[src/rtl/core/assert_macros.svh]
// Assertion macros used by the RTL of the converter.
`ifndef ASSERT_MACROS_SVH
`define ASSERT_MACROS_SVH

// Clocked check that is switched off while reset is active.
`define ASSERT_CLK(label, prop, msg) \
	label: assert property (@(posedge clk) disable iff (!arst_n) prop) else $error(msg);

// Clocked check that must also hold while reset is active.
`define ASSERT_ALWAYS(label, prop, msg) \
	label: assert property (@(posedge clk) prop) else $error(msg);

`endif

[src/rtl/core/crnc_pkg.sv]
// Package with constants, request types and sequencer codes of the notation converter.
package crnc_pkg;

	// Width of the row and column values; they saturate at all ones.
	localparam int VALUE_BITS = 24;
	localparam logic [VALUE_BITS-1:0] VALUE_MAX = '1;

	// The digit stack holds the longest decimal string of a value (0.31 > log10(2)).
	localparam int STACK_DEPTH = (VALUE_BITS * 31) / 100 + 1;
	localparam int SP_W = $clog2(STACK_DEPTH + 1);
	localparam int IDX_W = $clog2(STACK_DEPTH);

	// Reciprocals for division by 10 and 26: quotient = (value * RECIP) >> SHIFT.
	// The rounding error of each reciprocal stays below 2^(SHIFT - VALUE_BITS),
	// so the quotient is exact for every value.
	localparam int RECIP_W = VALUE_BITS + 1;
	localparam int PROD_W = VALUE_BITS + RECIP_W;
	localparam int SHIFT_DEC = VALUE_BITS + 4;
	localparam int SHIFT_LET = VALUE_BITS + 5;
	localparam logic [RECIP_W-1:0] RECIP_DEC =
		RECIP_W'(((64'd1 << SHIFT_DEC) + 64'd9) / 64'd10);
	localparam logic [RECIP_W-1:0] RECIP_LET =
		RECIP_W'(((64'd1 << SHIFT_LET) + 64'd25) / 64'd26);

	// Character codes.
	localparam logic [7:0] CHAR_A = 8'h41;
	localparam logic [7:0] CHAR_Z = 8'h5A;
	localparam logic [7:0] CHAR_0 = 8'h30;
	localparam logic [7:0] CHAR_9 = 8'h39;
	localparam logic [7:0] CHAR_R = 8'h52;
	localparam logic [7:0] CHAR_C = 8'h43;

	// Radixes of the letter and decimal forms.
	localparam logic [5:0] RADIX_DEC = 6'd10;
	localparam logic [5:0] RADIX_LET = 6'd26;

	// Index of the final output segment in each form.
	localparam logic [1:0] SEG_LAST_RC = 2'd1;
	localparam logic [1:0] SEG_LAST_A1 = 2'd3;

	typedef struct packed {
		logic [7:0] in_char;
		logic       in_last;
	} ref_item_t;

	typedef struct packed {
		logic [7:0] out_char;
		logic       out_last;
		logic       overflow;
	} conv_item_t;

	typedef enum logic [2:0] {
		ST_IDLE,
		ST_START,
		ST_PREP,
		ST_DIV,
		ST_REM,
		ST_PUT,
		ST_LIT
	} state_t;

	typedef enum logic [1:0] {
		SEG_LIT_R,
		SEG_LIT_C,
		SEG_LETTERS,
		SEG_DECIMAL
	} seg_kind_t;

	// Kind of output segment at a given position for the detected input form.
	function automatic seg_kind_t seg_kind(logic rc_form, logic [1:0] seg);
		seg_kind_t k;
		if (rc_form) begin
			k = (seg == 2'd0) ? SEG_LETTERS : SEG_DECIMAL;
		end else begin
			case (seg)
				2'd0: k = SEG_LIT_R;
				2'd1: k = SEG_DECIMAL;
				2'd2: k = SEG_LIT_C;
				default: k = SEG_DECIMAL;
			endcase
		end
		return k;
	endfunction

endpackage

[src/rtl/core/cell_reference_notation_converter_unit.sv]
// Cell reference converter between letters-digits and row-column notation.
// Each character that is not the final one is taken while idle, and the block stays ready.
// After the final character the block is busy: an R or C goes through START and LIT, and a value
// through START, then PREP, DIV and REM per digit or letter in the shared reciprocal divider,
// then PUT per character out while the output does not stall (up to 18 at VALUE_BITS = 24).
// Reset (arst_n low, asynchronous) clears the accumulated values and flags and returns to idle.
`include "assert_macros.svh"

module cell_reference_notation_converter_unit import crnc_pkg::*; (
	input  logic       clk,
	input  logic       arst_n,
	input  logic       ref_valid,
	output logic       ref_stall,
	input  ref_item_t  ref_data,
	output logic       conv_valid,
	input  logic       conv_stall,
	output conv_item_t conv_data
);

	localparam int ACC_W = VALUE_BITS + 6;

	state_t                state_q, state_d;
	logic [1:0]            seg_q;
	logic [VALUE_BITS-1:0] letter_q, first_q, second_q;
	logic                  digit_seen_q, rc_form_q, sat_q;
	logic [VALUE_BITS-1:0] val_q;
	logic [VALUE_BITS-1:0] quo_q;
	logic [SP_W-1:0]       sp_q;
	logic [7:0]            stack_q [STACK_DEPTH];

	logic                  ref_accept, conv_accept;
	logic                  is_letter, is_digit, acc_en;
	logic [VALUE_BITS-1:0] acc_in, acc_new;
	logic [4:0]            acc_radix, acc_add;
	logic [7:0]            char_off;
	logic [ACC_W-1:0]      acc_sum;
	logic                  acc_ovf;

	seg_kind_t             kind;
	logic                  kind_letters, seg_last, val_zero;
	logic [RECIP_W-1:0]    div_recip;
	logic [PROD_W-1:0]     div_prod;
	logic [VALUE_BITS-1:0] div_quo;
	logic [VALUE_BITS-1:0] quo_scaled, rem_full;
	logic [4:0]            div_rem;
	logic [7:0]            digit_char;
	logic [SP_W-1:0]       sp_dec;
	logic [VALUE_BITS-1:0] seg_src;
	logic                  seg_adv, burst_done;

	assign ref_accept  = ref_valid && !ref_stall;
	assign conv_accept = conv_valid && !conv_stall;

	// Character classes and the saturating multiply-add for one input character.
	always_comb begin
		is_letter = (ref_data.in_char >= CHAR_A) && (ref_data.in_char <= CHAR_Z);
		is_digit  = (ref_data.in_char >= CHAR_0) && (ref_data.in_char <= CHAR_9);
		if (is_letter) begin
			acc_in    = letter_q;
			acc_radix = RADIX_LET[4:0];
			char_off  = ref_data.in_char - CHAR_A + 8'd1;
		end else begin
			acc_in    = rc_form_q ? second_q : first_q;
			acc_radix = RADIX_DEC[4:0];
			char_off  = ref_data.in_char - CHAR_0;
		end
		acc_add = char_off[4:0];
		acc_en  = is_digit || (is_letter && !digit_seen_q && !rc_form_q);
		acc_sum = ACC_W'(acc_in) * ACC_W'(acc_radix) + ACC_W'(acc_add);
		acc_ovf = acc_sum > ACC_W'(VALUE_MAX);
		acc_new = acc_ovf ? VALUE_MAX : acc_sum[VALUE_BITS-1:0];
	end

	// Segment decode, the shared reciprocal multiplier and the remainder step.
	always_comb begin
		kind         = seg_kind(rc_form_q, seg_q);
		kind_letters = (kind == SEG_LETTERS);
		seg_last     = rc_form_q ? (seg_q == SEG_LAST_RC) : (seg_q == SEG_LAST_A1);
		val_zero     = (val_q == '0);
		div_recip    = kind_letters ? RECIP_LET : RECIP_DEC;
		div_prod     = PROD_W'(val_q) * PROD_W'(div_recip);
		if (kind_letters) begin
			div_quo    = VALUE_BITS'(div_prod >> SHIFT_LET);
			quo_scaled = (quo_q << 4) + (quo_q << 3) + (quo_q << 1);
		end else begin
			div_quo    = VALUE_BITS'(div_prod >> SHIFT_DEC);
			quo_scaled = (quo_q << 3) + (quo_q << 1);
		end
		rem_full     = val_q - quo_scaled;
		div_rem      = rem_full[4:0];
		digit_char   = (kind_letters ? CHAR_A : CHAR_0) + {3'b000, div_rem};
		sp_dec       = sp_q - 1'b1;
		if (kind_letters) begin
			seg_src = second_q;
		end else if (!rc_form_q && (seg_q == SEG_LAST_A1)) begin
			seg_src = letter_q;
		end else begin
			seg_src = first_q;
		end
	end

	// Next state of the sequencer.
	always_comb begin
		state_d = state_q;
		case (state_q)
			ST_IDLE: begin
				if (ref_valid && ref_data.in_last) state_d = ST_START;
			end
			ST_START: begin
				if (kind == SEG_LIT_R || kind == SEG_LIT_C) state_d = ST_LIT;
				else state_d = ST_PREP;
			end
			ST_PREP: begin
				if (kind_letters) begin
					if (!val_zero) state_d = ST_DIV;
					else if (sp_q == '0) state_d = ST_START;
					else state_d = ST_PUT;
				end else begin
					if (val_zero && sp_q != '0) state_d = ST_PUT;
					else state_d = ST_DIV;
				end
			end
			ST_DIV: begin
				state_d = ST_REM;
			end
			ST_REM: begin
				state_d = ST_PREP;
			end
			ST_PUT: begin
				if (!conv_stall && sp_q == SP_W'(1)) state_d = seg_last ? ST_IDLE : ST_START;
			end
			ST_LIT: begin
				if (!conv_stall) state_d = ST_START;
			end
			default: state_d = ST_IDLE;
		endcase
	end

	// Handshake outputs, result payload and sequencer strobes.
	always_comb begin
		ref_stall  = (state_q != ST_IDLE);
		conv_valid = (state_q == ST_PUT) || (state_q == ST_LIT);
		if (state_q == ST_LIT) begin
			conv_data.out_char = (kind == SEG_LIT_R) ? CHAR_R : CHAR_C;
		end else begin
			conv_data.out_char = stack_q[sp_dec[IDX_W-1:0]];
		end
		conv_data.out_last = (state_q == ST_PUT) && (sp_q == SP_W'(1)) && seg_last;
		conv_data.overflow = sat_q;
		burst_done = (state_q == ST_PUT) && !conv_stall && (sp_q == SP_W'(1)) && seg_last;
		seg_adv    = ((state_q == ST_PREP) && kind_letters && val_zero && (sp_q == '0))
			|| ((state_q == ST_PUT) && !conv_stall && (sp_q == SP_W'(1)) && !seg_last)
			|| ((state_q == ST_LIT) && !conv_stall);
	end

	// Control state, accumulated values and flags.
	always_ff @(posedge clk or negedge arst_n) begin
		if (!arst_n) begin
			state_q      <= ST_IDLE;
			seg_q        <= '0;
			sp_q         <= '0;
			letter_q     <= '0;
			first_q      <= '0;
			second_q     <= '0;
			digit_seen_q <= 1'b0;
			rc_form_q    <= 1'b0;
			sat_q        <= 1'b0;
		end else begin
			state_q <= state_d;

			// Fold one input character into the values.
			if (ref_accept) begin
				if (is_letter) begin
					if (digit_seen_q) rc_form_q <= 1'b1;
					else if (!rc_form_q) letter_q <= acc_new;
				end else if (is_digit) begin
					if (rc_form_q) second_q <= acc_new;
					else first_q <= acc_new;
				end
				digit_seen_q <= is_digit;
				if (acc_en && acc_ovf) sat_q <= 1'b1;
			end

			// Start over once the last character of the burst is taken.
			if (burst_done) begin
				letter_q     <= '0;
				first_q      <= '0;
				second_q     <= '0;
				digit_seen_q <= 1'b0;
				rc_form_q    <= 1'b0;
				sat_q        <= 1'b0;
			end

			// Segment position within the output burst.
			if (state_q == ST_IDLE) seg_q <= '0;
			else if (seg_adv) seg_q <= seg_q + 2'd1;

			// Stack pointer: one push per remainder step, one pop per digit or letter out.
			if (state_q == ST_START) sp_q <= '0;
			else if (state_q == ST_REM) sp_q <= sp_q + 1'b1;
			else if (state_q == ST_PUT && conv_accept) sp_q <= sp_dec;
		end
	end

	// Divider operands and the digit stack.
	always_ff @(posedge clk) begin
		case (state_q)
			ST_START: begin
				val_q <= seg_src;
			end
			ST_PREP: begin
				if (kind_letters && !val_zero) val_q <= val_q - 1'b1;
			end
			ST_DIV: begin
				quo_q <= div_quo;
			end
			ST_REM: begin
				val_q <= quo_q;
				stack_q[sp_q[IDX_W-1:0]] <= digit_char;
			end
			default: begin
			end
		endcase
	end

	`ASSERT_CLK(a_last_ends_burst, (conv_accept && conv_data.out_last) |=> (state_q == ST_IDLE), "burst did not end after its final character")
	`ASSERT_CLK(a_put_has_digit, (state_q == ST_PUT) |-> (sp_q != '0), "emitting from an empty digit stack")
	`ASSERT_CLK(a_final_starts_burst, (ref_accept && ref_data.in_last) |=> (state_q == ST_START), "final character did not start the output burst")
	`ASSERT_CLK(a_stack_bound, sp_q <= SP_W'(STACK_DEPTH), "digit stack overrun")

endmodule

[config.mk]
export PLATFORM = sky130hd
export DESIGN_NAME = cell_reference_notation_converter_unit
export DESIGN_NICKNAME = d
export VERILOG_FILES = /design/src/rtl/core/crnc_pkg.sv /design/src/rtl/core/cell_reference_notation_converter_unit.sv
export VERILOG_INCLUDE_DIRS = /design/src /design/src/rtl/core
export SDC_FILE = /design/constraint.sdc
export NUM_CORES = 1
export LEC_CHECK = 0
export ABC_AREA = 1
export BUFFER_PORTS_ARGS = -buffer_cell sky130_fd_sc_hd__buf_4
export CAP_MARGIN = 30
export CORE_MARGIN = 2
export CORE_UTILIZATION = 41
export DETAILED_ROUTE_END_ITERATION = 6
export PLACE_DENSITY = 0.57
export SYNTH_ARGS = -nofsm -noshare
export SYNTH_HDL_FRONTEND = slang
export SYNTH_SLANG_ARGS = --single-unit
[constraint.sdc]
create_clock -name clk -period 9.3 [get_ports clk]
set_input_delay 0.465 -clock clk [delete_from_list [all_inputs] [get_ports clk]]
set_output_delay 0.465 -clock clk [all_outputs]
set_load 0.01 [all_outputs]
# [After elaboration in Yosys (flattened, before gate mapping)]
# Memory sizes are Yosys's and may differ from the RTL's.
# Cells that the tools add are included.
[op_classes] addsub=13 mul=2 div=0 magnitude_cmp=5 n_eq_ne=19 n_shift=0 n_mux=59 n_bitwise=0 n_reduce_logical=57
[ops] operator="two-way mux 24 bit" n=21
[ops] operator="case mux 24 bit (3 select lines)" n=1
[ops] operator="multiplier 24 x 25 -> 49 bit" n=1
[ops] operator="adder 29 x 5 -> 30 bit" n=1
[ops] operator="> comparator 30 x 24 -> 1 bit, second input constant" n=1
[ops] operator="multiplier 24 x 5 -> 29 bit" n=1
[ops] operator="zero test 24 bit" n=1
[ops] operator="two-way mux 3 bit" n=8
[ops] operator="subtractor 24 x 1 -> 24 bit, second input constant" n=1
[ops] operator="logical AND 1 bit" n=23
[ops] operator="case mux 3 bit (7 select lines)" n=1
[ops] operator="two-way mux 20 bit" n=1
[ops] operator="two-way mux 5 bit" n=4
[ops] operator="adder 5 bit" n=3
[ops] operator="two-way mux 1 bit" n=14
[ops] operator="nonzero test 2 bit" n=7
[ops] operator="two-way mux 4 bit" n=3
[ops] operator="AND reduction 4 bit" n=3
[ops] operator="== test 3 bit, second input constant" n=3
[ops] operator="nonzero test 3 bit" n=3
[ops] operator="adder 7 x 5 -> 8 bit" n=1
[ops] operator=">= comparator 8 x 6 -> 1 bit, second input constant" n=1
[ops] operator=">= comparator 8 x 7 -> 1 bit, second input constant" n=1
[ops] operator="less-or-equal comparator 8 x 6 -> 1 bit, second input constant" n=1
[ops] operator="other kinds (27)" n=50
[word_totals] regBits=129 latch_bits=0 ram_bits=64 romBits=0 inputBits=13 out_inout_bits=12 wordCells=168 n_memories=1
[memory_table] memory="stack_q" words=8 width=8 rd=1 rd_ports_with_merged_regs=0 write_ports=1 line="cell_reference_notation_converter_unit.sv:29" rtl="logic [7:0] stack_q [STACK_DEPTH];"

# [Longest topological paths before layout]
[logic_depth] ltp_word=12 depth_mapped=34 ltp_nobuf=32

# [Worst setup path before layout]
# OpenSTA, ideal clock, no wires.
[synth_timing] path_kind="register -> register" startpoint="register seg_q[0]" endpoint="register quo_q[3], data pin" setup_time_ps=254 arrival_ps=6904 t_required_ps=9046 slack_ps=2142 path_stages_with_launch=29 path_buffers=3 period_less_slack_ps=7158 path_cell_list="dfrtp_1 -> inv_1 -> ha_1 -> nand2_1 -> clkbuf_1 -> clkbuf_1 -> buf_1 -> nor2_1 -> fa_1 -> inv_1 -> fa_1 -> fa_1 -> inv_1 -> fa_1 -> fa_1 -> fa_1 -> inv_1 -> fa_1 -> inv_1 -> ha_1 -> a21o_1 -> a21oi_1 -> a21boi_0 -> o21bai_1 -> inv_1 -> nand2_1 -> or2_2 -> nand3_1 -> nand2_1"
[synth_between] elab_chain_cells=7
[synth_lines] element="start: declaration" line="cell_reference_notation_converter_unit.sv:23" rtl="logic [1:0] seg_q;"
[synth_lines] element="start signal: assignment" line="cell_reference_notation_converter_unit.sv:196" rtl="else if (seg_adv) seg_q <= seg_q + 2'd1;"
[synth_lines] element="== test 2 bit / zero test 2 bit (equally long branches)" line="crnc_pkg.sv:75, crnc_pkg.sv:73"
[synth_lines] element="case mux 2 bit (2 select lines) / two-way mux 1 bit (equally long branches)" line="crnc_pkg.sv:75, crnc_pkg.sv:73"
[synth_lines] element="two-way mux 2 bit (*)" line="crnc_pkg.sv:72" rtl="if (rc_form) begin"
[synth_lines] element="== test 2 bit (*)" line="cell_reference_notation_converter_unit.sv:77" rtl="kind_letters = (kind == SEG_LETTERS);"
[synth_lines] element="two-way mux 24 bit" line="cell_reference_notation_converter_unit.sv:80" rtl="div_recip = kind_letters ? RECIP_LET : RECIP_DEC;"
[synth_lines] element="multiplier 24 x 25 -> 49 bit" line="cell_reference_notation_converter_unit.sv:81" rtl="div_prod = PROD_W'(val_q) * PROD_W'(div_recip);"
[synth_lines] element="two-way mux 20 bit (*)" line="cell_reference_notation_converter_unit.sv:82" rtl="if (kind_letters) begin"
[synth_lines] element="named net div_quo[3]" line="cell_reference_notation_converter_unit.sv:43" rtl="logic [VALUE_BITS-1:0] div_quo;"
[synth_lines] element="end signal: assignment" line="cell_reference_notation_converter_unit.sv:215" rtl="quo_q <= div_quo;"
[synth_lines] element="end: declaration" line="cell_reference_notation_converter_unit.sv:27" rtl="logic [VALUE_BITS-1:0] quo_q;"
# The timed path passes the listed nets; every way through them passes the cells marked *.
# A chain may end at the register's enable or synchronous reset.

# [Final worst setup path]
[layout_timing] startpoint="register seg_q[0]" endpoint="register quo_q[16], data pin"
# The elaborated chain is that of the path after synthesis.

==> results.py <==
metrics = {
    "grt": {
        "first_global_vias": 20800,
        "maximum_number_of_pins_on_one_net_before_global_route_repair": 77,
        "grt_antenna_before_repair": 0,
        "grt_pass1_wl_mm": 124,
        "global_route.usage.total_pct": 24.7,
        "grt.overflow.total": 0,
    },
    "placement": {
        "port_buffers": 23,
        "final_wtd_congestion": 1.00,
        "dp.final_hpwl_mm": 65.8,
    },
    "die": {
        "die_h_um": 256,
        "floorplan.die.width_um": 256,
        "coreArea_sq_um": 63000,
        "rows": 92,
        "die-area_sq_um": 65600,
        "io-pin-count": 25,
        "floorplan.initialDensity_pct": 41.4,
    },
    "logic_synthesis": {
        "synthDominantAreaCellType": "sky130_fd_sc_hd__fa_1",
        "top_post_synthesis_cells_by_count": "804 x sky130_fd_sc_hd__inv_1, 557 x sky130_fd_sc_hd__nand2_1, 334 x sky130_fd_sc_hd__ha_1",
        "post_synth_instance_area_sq_um": 26100,
        "netlist_top_cells_area": "sky130_fd_sc_hd__fa_1 22%, sky130_fd_sc_hd__ha_1 16%, sky130_fd_sc_hd__edfxtp_1 12%",
        "synth-main-ff-cell": "sky130_fd_sc_hd__edfxtp_1",
        "synth_enable_flop_cells": 101,
        "top_area_cell_type_share_of_the_netlist_area_pct": 21.9,
        "synth-warning-count": 0,
        "number_of_distinct_standard_cells_referenced_by_the_synthesized_netlist": 61,
        "ys_seq_elements": 185,
        "synth_sequential_area_ratio_pct": 19.7,
        "synth.most_common_cell": "sky130_fd_sc_hd__inv_1",
        "async_flop_share_pct": 45.4,
        "mean_syn_cell_area_sq_um": 8.05,
        "syn-instance-count": 3238,
    },
    "clocking": {
        "cts_tree": "yes",
        "post_cts.resized_instances": 0,
        "cts_buf_count": 17,
        "cts.htree.levels": 4,
        "postCtsHoldBufs": 1,
        "cts.sinks": 185,
        "cts.root.buffer_cell": "sky130_fd_sc_hd__clkbuf_16",
        "ctsLongestPathBuffers": 2,
        "cts.reportedPaths.clkPinSlew_ps": 90,
        "clkLatencyLatePin_ps": 500,
        "cts.repair_timing.setup_buffer_count": 0,
    },
    "setup_path": {
        "crit_required_ps": 9550,
        "timing.critical_path.buf_inv": 6,
        "crit_path_top_delay_cell": "sky130_fd_sc_hd__inv_2",
        "critical-path-top-delay-family": "adder cells",
        "critical-path-top-cell-by-count": "sky130_fd_sc_hd__fa_1",
        "critPathArrivalTime_ps": 8360,
        "timing_worst_setup_path_type": "register to register",
        "critPathLaunchType": "register",
        "crit_fanout": 29,
        "max_stage_delay_ps": 700,
        "worstSetupEndpointType": "register",
    },
    "flow_run": {
        "count_of_max_cap_constraint_violations": 0,
    },
    "sta": {
        "final.setup.tns_ps": 0,
        "worstMarginPinSlew_ps": 886,
        "skew_ps": 25.4,
        "setup_repair_after_global_routing_missed_its_margin": "no",
        "slew_violations": 0,
        "final-setup-viol-count": 0,
        "final.min_clock_period_ps": 8120,
        "worst_max_slew_margin_expressed_relative_to_the_limit_pct": 40.7,
        "highest_achievable_clock_rate_ghz": 0.123,
        "finalCritPeriodShare_pct": 87.3,
        "final_hold_viol_count": 0,
    },
    "routing": {
        "dr.first_iter.drc_count": 1531,
        "total_number_of_vias": 20600,
        "dr.pass1.iters": 5,
        "drtAntennaViolNets": 0,
        "routedWlPerCell_um": 19.2,
        "post-route-drc-count": 0,
        "route.final.wire_length_mm": 78.5,
        "vias_per_cell": 5.03,
    },
    "final_layout": {
        "drive_gt1_share_pct": 4.53,
        "nNetsFinal": 3865,
        "antennaDiodeCount": 0,
        "area.growth.synth_to_final_pct": 6.45,
    },
    "hold_path": {
        "worst_hold_path_type": "input pin to register",
    },
    "run_status": {
        "run_status": "complete, no violations",
    },
}
-- worst paths after layout --
path                            depth (start not counted)       start           to  slack (ps)
worst min register to register                          1     sp_q[3]      sp_q[3]         480
worst max register to register                         27    seg_q[0]    quo_q[16]        1180
max in group asynchronous                               3      arst_n  first_q[18]        7710
min in group asynchronous                               2      arst_n      sp_q[0]         480
worst max-delay path                                   27    seg_q[0]    quo_q[16]        1180
worst min-delay path                                    3  conv_stall   state_q[0]         290
-- worst min-delay path, cell delays in order --
cell and delay, ps:
sky130_fd_sc_hd__buf_4 100, sky130_fd_sc_hd__nor2_1 50, sky130_fd_sc_hd__o32ai_1 100
-- cell usage in the layout, fill, tap and decap left out, types with 6 or more instances in the layout --
master and n:
sky130_fd_sc_hd__o21bai_1 13, sky130_fd_sc_hd__nor2_1 262, sky130_fd_sc_hd__nand3_1 172, sky130_fd_sc_hd__a221oi_1 7
sky130_fd_sc_hd__nand4_1 26, sky130_fd_sc_hd__a21o_1 9, sky130_fd_sc_hd__edfxtp_1 101, sky130_fd_sc_hd__dfrtp_1 84
sky130_fd_sc_hd__o22ai_1 6, sky130_fd_sc_hd__ha_1 334, sky130_fd_sc_hd__a21oi_1 123, sky130_fd_sc_hd__conb_1 13
sky130_fd_sc_hd__nand4_4 19, sky130_fd_sc_hd__xor2_1 14, sky130_fd_sc_hd__nand2_1 555, sky130_fd_sc_hd__clkbuf_16 17
sky130_fd_sc_hd__a31oi_1 22, sky130_fd_sc_hd__nor3_1 16, sky130_fd_sc_hd__o211ai_1 14, sky130_fd_sc_hd__o21ai_0 162
sky130_fd_sc_hd__xnor2_1 21, sky130_fd_sc_hd__nor4_1 6, sky130_fd_sc_hd__inv_1 804, sky130_fd_sc_hd__fa_1 285
sky130_fd_sc_hd__buf_4 37, sky130_fd_sc_hd__o21a_1 6, sky130_fd_sc_hd__inv_2 12, sky130_fd_sc_hd__nor2_2 8
sky130_fd_sc_hd__nand2_2 18
-- flip-flops by register name (all words and copies together) (netlist names) --
register	count
digit_seen_q	1
first_q	24
letter_q	24
quo_q	21
rc_form_q	1
sat_q	1
second_q	24
seg_q	2
sp_q	4
stack_q	56
state_q	3
val_q	24
-- logic make-up after synthesis --
| group | count (synthesis) | synth area share (%) |
|---|---|---|
| and+or+nand+nor | 1115 | 19.5 |
| adders and majority gates | 619 | 37.9 |
| other | 2 | 0.0288 |
| buffers and inverters | 892 | 13.3 |
| DFF | 185 | 19.7 |
| AOI/OAI and AO/OA | 390 | 8.44 |
| xor gates and xnor gates | 35 | 1.18 |
-- per-layer routing --
layer,global-route usage (%),wire [um],vias to the layer above
li1,-,-,10100
met1,34.8,36600,9959
met2,39.5,35900,484
met3,2.83,3590,85
met4,7.93,2430,0
met5,0,0,-
-- cell type report --
| type | count | area, sq um |
|---|---|---|
| multi-input combinational | 2172 | 17500 |
| fill | 6460 | 35200 |
| clock inverter | 15 | 218 |
| tap | 846 | 1060 |
| clock buffer | 17 | 425 |
| sequential | 185 | 5130 |
| timing repair buffer | 38 | 288 |
| inverter | 819 | 3070 |
-- through the flow --
stage / setup WS, ps / std cells / util, % / hold slack (ps) / cell area, sq um
floorplan: 2140 / 3249 / - / 169 / 26100
global placement: 1330 / 4058 / 43.0 / 449 / 27100
detailed placement: 1240 / 4059 / 43.0 / 465 / 27100
CTS: 1240 / 4092 / 44.1 / 267 / 27700
global route: 693 / 4092 / 44.1 / 295 / 27700
finish: 1180 / 4092 / 44.1 / 289 / 27700
Power is not shown: default switching activity piles up to over one toggle a cycle in this logic, so the estimate is an artifact.
